[src/hw/rtl/hlfd_pkg.sv]
`timescale 1ns / 1ps
`default_nettype none

package hlfd_pkg;

    // Frame layout: header, one byte, length, payload, footer
    localparam int unsigned OVERHEAD_BYTES = 5;
    localparam int unsigned LENGTH_POS     = 2;

    localparam logic [7:0] HEADER_RESET = 8'hA5;
    localparam logic [7:0] FOOTER_RESET = 8'h5A;

    typedef enum logic [1:0] {
        STATUS_OK         = 2'd0,
        STATUS_BAD_FOOTER = 2'd1,
        STATUS_TOO_LONG   = 2'd2,
        STATUS_OVERFLOW   = 2'd3
    } status_t;

    typedef enum logic {
        REG_HEADER = 1'b0,
        REG_FOOTER = 1'b1
    } cfg_reg_t;

    typedef enum logic [2:0] {
        ST_IDLE,
        ST_COLLECT,
        ST_READ,
        ST_SHOW,
        ST_ERROR
    } hlfd_state_t;

    typedef struct packed {
        logic    store;
        logic    clear;
        logic    err_load;
        status_t err_code;
        logic    drain_start;
        logic    drain_read;
        logic    drain_adv;
        logic    show_err;
    } hlfd_cmd_t;

    typedef struct packed {
        logic header_match;
        logic full;
        logic len_pos;
        logic len_too_big;
        logic frame_done;
        logic footer_ok;
        logic drain_last;
    } hlfd_stat_t;

endpackage

`default_nettype wire

[src/hw/rtl/hlfd_dp.sv]
`timescale 1ns / 1ps
`default_nettype none

module hlfd_dp
    import hlfd_pkg::*;
#(
    parameter int unsigned BUFFER_DEPTH = 64
)
(
    input  wire logic       clk,
    input  wire logic       rst_n,
    input  wire logic [7:0] rx_byte,
    input  wire logic [7:0] header_byte,
    input  wire logic [7:0] footer_byte,
    input  wire hlfd_cmd_t  cmd,
    output hlfd_stat_t      stat,
    output logic [7:0]      out_byte,
    output logic [5:0]      byte_index,
    output logic            last,
    output logic [1:0]      status
);

    localparam int unsigned CW = $clog2(BUFFER_DEPTH + 1);
    localparam int unsigned AW = $clog2(BUFFER_DEPTH);

    logic [7:0]    mem [BUFFER_DEPTH];
    logic [7:0]    rd_data_reg;
    logic [CW-1:0] fill_reg;
    logic [CW-1:0] fill_next;
    logic [CW-1:0] expected_reg;
    logic [CW-1:0] expected_next;
    logic [AW-1:0] drain_idx_reg;
    logic [AW-1:0] drain_idx_next;
    status_t       err_code_reg;
    logic [8:0]    total_len;

    assign total_len = 9'(rx_byte) + 9'(OVERHEAD_BYTES);

    always_comb
    begin
        stat.header_match = (rx_byte == header_byte);
        stat.full         = (fill_reg == CW'(BUFFER_DEPTH));
        stat.len_pos      = (fill_reg == CW'(LENGTH_POS));
        stat.len_too_big  = (total_len > 9'(BUFFER_DEPTH));
        stat.frame_done   = (expected_reg != '0) && (fill_reg + CW'(1) == expected_reg);
        stat.footer_ok    = (rx_byte == footer_byte);
        stat.drain_last   = (CW'(drain_idx_reg) + CW'(1) == fill_reg);
    end

    always_comb
    begin
        fill_next      = fill_reg;
        expected_next  = expected_reg;
        drain_idx_next = drain_idx_reg;
        if (cmd.store)
        begin
            fill_next = fill_reg + CW'(1);
            if (fill_reg == CW'(LENGTH_POS))
            begin
                expected_next = CW'(total_len);
            end
        end
        if (cmd.clear)
        begin
            fill_next     = '0;
            expected_next = '0;
        end
        if (cmd.drain_start)
        begin
            drain_idx_next = '0;
        end
        else if (cmd.drain_adv)
        begin
            drain_idx_next = drain_idx_reg + AW'(1);
        end
    end

    always_ff @(posedge clk or negedge rst_n)
    begin
        if (!rst_n)
        begin
            fill_reg      <= '0;
            expected_reg  <= '0;
            drain_idx_reg <= '0;
            err_code_reg  <= STATUS_OK;
        end
        else
        begin
            fill_reg      <= fill_next;
            expected_reg  <= expected_next;
            drain_idx_reg <= drain_idx_next;
            if (cmd.err_load)
            begin
                err_code_reg <= cmd.err_code;
            end
        end
    end

    // Frame store: one write port, one registered read port
    always_ff @(posedge clk)
    begin
        if (cmd.store)
        begin
            mem[fill_reg[AW-1:0]] <= rx_byte;
        end
        if (cmd.drain_read)
        begin
            rd_data_reg <= mem[drain_idx_reg];
        end
    end

    always_comb
    begin
        if (cmd.show_err)
        begin
            out_byte   = '0;
            byte_index = '0;
            last       = 1'b1;
            status     = err_code_reg;
        end
        else
        begin
            out_byte   = rd_data_reg;
            byte_index = 6'(drain_idx_reg);
            last       = stat.drain_last;
            status     = STATUS_OK;
        end
    end

    a_fill_bound: assert property (@(posedge clk) disable iff (!rst_n)
        fill_reg <= CW'(BUFFER_DEPTH))
        else $error("fill count beyond store depth");

    a_store_room: assert property (@(posedge clk) disable iff (!rst_n)
        cmd.store |-> (fill_reg < CW'(BUFFER_DEPTH)))
        else $error("store issued into a full buffer");

endmodule

`default_nettype wire

[src/hw/rtl/hlfd_ctrl.sv]
`timescale 1ns / 1ps
`default_nettype none

module hlfd_ctrl
    import hlfd_pkg::*;
(
    input  wire logic       clk,
    input  wire logic       rst_n,
    input  wire logic       in_valid,
    output logic            in_stall,
    output logic            out_valid,
    input  wire logic       out_stall,
    input  wire hlfd_stat_t stat,
    output hlfd_cmd_t       cmd
);

    hlfd_state_t state_reg;
    hlfd_state_t state_next;
    logic        in_take;

    assign in_take = in_valid && !in_stall;

    always_ff @(posedge clk or negedge rst_n)
    begin
        if (!rst_n)
        begin
            state_reg <= ST_IDLE;
        end
        else
        begin
            state_reg <= state_next;
        end
    end

    // Next state
    always_comb
    begin
        state_next = state_reg;
        unique case (state_reg)
            ST_IDLE:
            begin
                if (in_take && stat.header_match)
                begin
                    state_next = ST_COLLECT;
                end
            end
            ST_COLLECT:
            begin
                if (in_take)
                begin
                    priority if (stat.full)
                    begin
                        state_next = ST_ERROR;
                    end
                    else if (stat.len_pos && stat.len_too_big)
                    begin
                        state_next = ST_ERROR;
                    end
                    else if (stat.frame_done)
                    begin
                        state_next = stat.footer_ok ? ST_READ : ST_ERROR;
                    end
                    else
                    begin
                        state_next = ST_COLLECT;
                    end
                end
            end
            ST_READ:
            begin
                state_next = ST_SHOW;
            end
            ST_SHOW:
            begin
                if (!out_stall)
                begin
                    state_next = stat.drain_last ? ST_IDLE : ST_READ;
                end
            end
            ST_ERROR:
            begin
                if (!out_stall)
                begin
                    state_next = ST_IDLE;
                end
            end
            default:
            begin
                state_next = ST_IDLE;
            end
        endcase
    end

    // Outputs and datapath commands
    always_comb
    begin
        cmd       = '0;
        in_stall  = 1'b1;
        out_valid = 1'b0;
        unique case (state_reg)
            ST_IDLE:
            begin
                in_stall  = 1'b0;
                cmd.store = in_valid && stat.header_match;
            end
            ST_COLLECT:
            begin
                in_stall = 1'b0;
                if (in_valid)
                begin
                    priority if (stat.full)
                    begin
                        cmd.clear    = 1'b1;
                        cmd.err_load = 1'b1;
                        cmd.err_code = STATUS_OVERFLOW;
                    end
                    else if (stat.len_pos && stat.len_too_big)
                    begin
                        cmd.store    = 1'b1;
                        cmd.clear    = 1'b1;
                        cmd.err_load = 1'b1;
                        cmd.err_code = STATUS_TOO_LONG;
                    end
                    else if (stat.frame_done && !stat.footer_ok)
                    begin
                        cmd.store    = 1'b1;
                        cmd.clear    = 1'b1;
                        cmd.err_load = 1'b1;
                        cmd.err_code = STATUS_BAD_FOOTER;
                    end
                    else
                    begin
                        cmd.store       = 1'b1;
                        cmd.drain_start = stat.frame_done;
                    end
                end
            end
            ST_READ:
            begin
                cmd.drain_read = 1'b1;
            end
            ST_SHOW:
            begin
                out_valid = 1'b1;
                if (!out_stall)
                begin
                    cmd.clear     = stat.drain_last;
                    cmd.drain_adv = !stat.drain_last;
                end
            end
            ST_ERROR:
            begin
                out_valid    = 1'b1;
                cmd.show_err = 1'b1;
            end
            default:
            begin
                cmd = '0;
            end
        endcase
    end

    a_no_overlap: assert property (@(posedge clk) disable iff (!rst_n)
        out_valid |-> in_stall)
        else $error("input taken while a result is presented");

    a_drain_end: assert property (@(posedge clk) disable iff (!rst_n)
        (state_reg == ST_SHOW && !out_stall && stat.drain_last) |=> state_reg == ST_IDLE)
        else $error("drain did not return to idle after last byte");

    a_err_once: assert property (@(posedge clk) disable iff (!rst_n)
        (state_reg == ST_ERROR && !out_stall) |=> state_reg == ST_IDLE)
        else $error("error result not retired");

endmodule

`default_nettype wire

[src/hw/rtl/header_length_footer_deframer.sv]
// Header/length/footer deframer.
// Input channel: one received byte per request (in_valid, in_stall, rx_byte).
// Bytes are dropped while idle until one matches the header register; that byte
// and the ones after it are stored. The third stored byte is the payload
// length; the frame totals that value plus 5 bytes.
// Output channel (out_valid, out_stall): a good frame is replayed one request
// per byte with byte_index and last on the final byte; a bad footer, a length
// beyond the store, or a full store gives a single request with status set.
// Throughput: one input byte per cycle while collecting. Once a frame is in,
// in_stall stays high until every result is taken. Each frame byte goes
// through two states: a registered read of the frame store, then a state
// presenting it, which holds until the byte is taken.
// A stalled result holds its payload until out_stall drops.
// Reset: header 0xA5, footer 0x5A, block idle. The store is not cleared;
// only entries written in the current frame are ever read.
// APB: header at 0x0, footer at 0x4; pready is always high.
`timescale 1ns / 1ps
`default_nettype none

module header_length_footer_deframer
    import hlfd_pkg::*;
#(
    parameter int unsigned BUFFER_DEPTH = 64
)
(
    input  wire logic        clk,
    input  wire logic        rst_n,
    // byte input
    input  wire logic        in_valid,
    output logic             in_stall,
    input  wire logic [7:0]  rx_byte,
    // result output
    output logic             out_valid,
    input  wire logic        out_stall,
    output logic [7:0]       out_byte,
    output logic [5:0]       byte_index,
    output logic             last,
    output logic [1:0]       status,
    // configuration
    input  wire logic        psel,
    input  wire logic        penable,
    input  wire logic        pwrite,
    input  wire logic [2:0]  paddr,
    input  wire logic [31:0] pwdata,
    output logic [31:0]      prdata,
    output logic             pready
);

    logic [7:0] header_reg;
    logic [7:0] footer_reg;
    cfg_reg_t   cfg_sel;
    logic       cfg_write;
    hlfd_cmd_t  cmd;
    hlfd_stat_t stat;

    // Register index is the word address; byte offset bits are ignored
    assign cfg_sel   = cfg_reg_t'(paddr[2]);
    assign cfg_write = psel && penable && pwrite;
    assign pready    = 1'b1;

    always_ff @(posedge clk or negedge rst_n)
    begin
        if (!rst_n)
        begin
            header_reg <= HEADER_RESET;
            footer_reg <= FOOTER_RESET;
        end
        else if (cfg_write)
        begin
            unique case (cfg_sel)
                REG_HEADER: header_reg <= pwdata[7:0];
                REG_FOOTER: footer_reg <= pwdata[7:0];
                default:    header_reg <= header_reg;
            endcase
        end
    end

    always_comb
    begin
        unique case (cfg_sel)
            REG_HEADER: prdata = {24'd0, header_reg};
            REG_FOOTER: prdata = {24'd0, footer_reg};
            default:    prdata = '0;
        endcase
    end

    // Sequencer: decides store, error and drain steps
    hlfd_ctrl u_ctrl (
        .clk       (clk),
        .rst_n     (rst_n),
        .in_valid  (in_valid),
        .in_stall  (in_stall),
        .out_valid (out_valid),
        .out_stall (out_stall),
        .stat      (stat),
        .cmd       (cmd)
    );

    // Frame store, counters and result payload
    hlfd_dp #(
        .BUFFER_DEPTH (BUFFER_DEPTH)
    ) u_dp (
        .clk         (clk),
        .rst_n       (rst_n),
        .rx_byte     (rx_byte),
        .header_byte (header_reg),
        .footer_byte (footer_reg),
        .cmd         (cmd),
        .stat        (stat),
        .out_byte    (out_byte),
        .byte_index  (byte_index),
        .last        (last),
        .status      (status)
    );

endmodule

`default_nettype wire

[config.mk]
export PLATFORM = sky130hd
export DESIGN_NAME = header_length_footer_deframer
export DESIGN_NICKNAME = d
export VERILOG_FILES = /design/src/hw/rtl/hlfd_pkg.sv /design/src/hw/rtl/hlfd_dp.sv /design/src/hw/rtl/hlfd_ctrl.sv /design/src/hw/rtl/header_length_footer_deframer.sv
export SDC_FILE = /design/constraint.sdc
export NUM_CORES = 1
export LEC_CHECK = 0
export ABC_AREA = 1
export CORE_UTILIZATION = 61
export CTS_BUF_LIST = sky130_fd_sc_hd__clkbuf_4 sky130_fd_sc_hd__clkbuf_8
export DETAILED_ROUTE_END_ITERATION = 12
export DONT_BUFFER_PORTS = 1
export HOLD_SLACK_MARGIN = 0.03
export PLACE_DENSITY = 0.82
export SYNTH_ARGS = -nofsm -noshare
export SYNTH_HDL_FRONTEND = slang
export SYNTH_SLANG_ARGS = --single-unit
[constraint.sdc]
create_clock -name clk -period 2.7 [get_ports clk]
set_input_delay 0.135 -clock clk [delete_from_list [all_inputs] [get_ports clk]]
set_output_delay 0.135 -clock clk [all_outputs]
set_load 0.05 [all_outputs]
==> results.cfg <==
[setup_path]
start_kind = flop
endpoint = u_dp.rd_data_reg[2]$_DFFE_PN_
worst-r2r-cell-count = 11
r2r-start = u_dp.drain_idx_reg[0]$_DFFE_PN0P_
end_kind = flop
regToRegSetupSlack_ns = 0.08
critical_path_buf_inv_count = 3
regToRegEndpoint = u_dp.rd_data_reg[2]$_DFFE_PN_
max_stage_delay_ns = 0.53
crit_slowest_cell = dfrtp_4
crit_path_max_fanout = 47
worst-setup-path-type = flop to flop
worstPathRequired_ns = 3.18
path_delay_family = buffers and inverters
crit_path_start = u_dp.drain_idx_reg[0]$_DFFE_PN0P_
crit_arrival_ns = 3.10
crit_path_cell_trace = buf_4 > inv_6 > buf_4 > o21ai_0 > o22ai_1 > nand2_1 > nand2_1 > a21oi_1 > o21ai_0 > nand3_1 > nand2_1
crit_top_cell = nand2_1
crit_cells = 11

[logic_synthesis]
synth_top_family_by_area = simple AND/OR/NAND/NOR gates
synthAdderAreaFrac = 0.00314
synthTopCellsByArea = edfxtp_1 65%, o21ai_0 7.2%, nor2_1 6.3%
synth-edff-count = 520
synthDistinctLibCells = 41
synth_top_area_frac = 0.652
synth-seq-cells = 561
synth_flop_cell = edfxtp_1
syn_area_per_cell_sq_um = 11.4
ys_warn_count = 0
synth_most_common_cell = edfxtp_1
synthMuxAreaShare = 0
yosysSeqAreaShare = 0.696
synth_area_sq_mm = 0.0239
yosysTopAreaCell = edfxtp_1
ys_async_sr_fraction = 0.0731
post_synth_inst_count = 2105
synth_common_cells = 520 x edfxtp_1, 403 x nor2_1, 344 x o21ai_0, 246 x nand2_1, 129 x o22ai_1
synth_xor_area_frac = 0.00732
synth-compound-area-share = 0.120
synthSimpleGateAreaFrac = 0.127

[finish]
stdcell_area_sq_mm = 0.0273
drive_gt1_frac = 0.140
fillers = 2434
nets = 2290
area_growth_pct = 14.1
largest_reg_flops = 512
layoutNonFillerInstCount = 2823

[detailed_routing]
drt_iter0_drc = 2415
route.antenna.remaining_nets = 0
vias_per_cell = 6.25
route.final.wire_length_um = 64600
drc = 0
vias = 17700
wl_per_cell_um = 22.9
first_pass_iters = 6

[clock_tree]
clk_pin_slew_worst_paths_ns = 0.07
clockRootBuffer = clkbuf_8
htreeDepth = 3
cts_sinks = 561
cts_buffers = 83
cts_buffer_depth = 3
cts_tree = yes
insertion_delay_ns = 0.66

[power]
power_uw = 19400
leakage_uw = 0.00995
irDropWorstVdd_mv = 0.811
p_per_area_mw_per_mm2 = 709

[placed_design]
post_dp_cell_area_sq_mm = 0.0250
gp_congestion = 0.888
io_buffers = 0
dp_slack_ns = 0.214
hpwl_um = 35000
dp.cells = 2624

[timing]
final_hold_viol_count = 0
skew_ns = 0.0287
setup_ws_ns = 0.0813
post-route-period-util = 0.970
drv_slew = 0
final.min_clock_period_ns = 2.62
whs_ns = 0.0621
rsz0062_at_grt = true
relSlewSlack = 0.338
fmaxAchievable_ghz = 0.382
setup_viol = 0
worstMarginPinSlew_ns = 0.986

[die]
die_w_um = 200
die_area_sq_mm = 0.0400
start_util = 0.619
dieHeight_um = 200
num_rows = 72
ioPinCount = 102
core_area_sq_mm = 0.0386

[grt]
grt_use_met1 = 0.401
met2_usage = 0.516
grt.overflow.total = 0
grt_max_degree = 97
use_met3 = 0.0812
grt_pass1_vias = 17300
grtUsageTotal = 0.320
grt_pass1_wl_um = 97100
top_usage_layer = met2
antenna_found_initial = 4

[run_status]
status = finished, final reports clean

[job]
cap_violations = 0

[hold_path]
hold_path_class = input pin to flop
min_from = rx_byte[5]
-- logic make-up after synthesis --
group	after synthesis
other	2
buffers and inverters	243
DFF	561
AOI/OAI and AO/OA	534
xor gates and xnor gates	20
and+or+nand+nor	739
adders and majority gates	6
-- worst register-to-register path: stages, from the launching register on --
cell and delay (ns):
dfrtp_4 0.53, buf_4 0.17, inv_6 0.29, buf_4 0.32
o21ai_0 0.10, o22ai_1 0.17, nand2_1 0.08, nand2_1 0.16
a21oi_1 0.13, o21ai_0 0.15, nand3_1 0.18, nand2_1 0.19
-- repair_timing --
item                                    in CTS  in global routing
pin swaps                                    0                  1
endpoints found under the setup margin       1                115
cloned                                       1                  1
buffers inserted                             0                  5
gates resized for setup                      1                 12
hold endpoints to repair                   594                  0
hold buffers                                36                  0
-- power by group --
part | leakage, uW | switching, uW | internal (uW)
registers | 0.00518 | 168 | 9790
logic | 0.00391 | 1920 | 780
clock network | 0.000851 | 3170 | 3550
-- through the flow --
| stage | util | TNS [ns] |
|---|---|---|
| after detailed placement | 0.647 | 0 |
| after floorplan | - | 0 |
| final | 0.707 | 0 |
| after CTS | 0.704 | 0 |
| after global routing | 0.707 | -0.0605 |
| after global placement | 0.647 | 0 |
-- per-layer routing --
metal	routed length [um]	vias to the layer above
li1	-	7714
met4	3410	0
met3	7840	233
met2	30700	1304
met5	0	-
met1	22700	8406
-- worst min-delay path by stage --
stage | endpoint | slack [ns] | depth (start not counted)
floorplan | footer_reg[0]$_DFFE_PN0P_ | -0.16 | 0
global placement | footer_reg[0]$_DFFE_PN0P_ | -0.16 | 0
detailed placement | footer_reg[0]$_DFFE_PN0P_ | -0.16 | 0
CTS | u_dp.drain_idx_reg[0]$_DFFE_PN0P_ | 0.03 | 6
global route | u_dp.mem[50][5]$_DFFE_PP_ | 0.05 | 2
finish | u_dp.mem[50][5]$_DFFE_PP_ | 0.06 | 2
-- cell type report --
| type | instances | area [sq um] | share of cell area |
|---|---|---|---|
| clock buffer | 114 | 1400 | 0.0513 |
| tap | 518 | 648 | 0.0237 |
| inverter | 90 | 349 | 0.0128 |
| timing repair buffer | 174 | 1780 | 0.0651 |
| clock inverter | 37 | 210 | 0.00770 |
| sequential | 561 | 16700 | 0.610 |
| multi-input combinational | 1324 | 6260 | 0.229 |
| antenna | 5 | 12.5 | 0.000458 |
-- cells in the final DEF (no fill, tap or decap), types with 31 or more instances in the layout --
master and n:
a21oi_1 31, buf_4 125, o22ai_1 129, nand2_1 245, o21ai_0 337, clkbuf_8 87, nand3_1 39, nor2_1 402
inv_1 79, edfxtp_1 520
No activity file was read; power rests on OpenSTA's default activity.
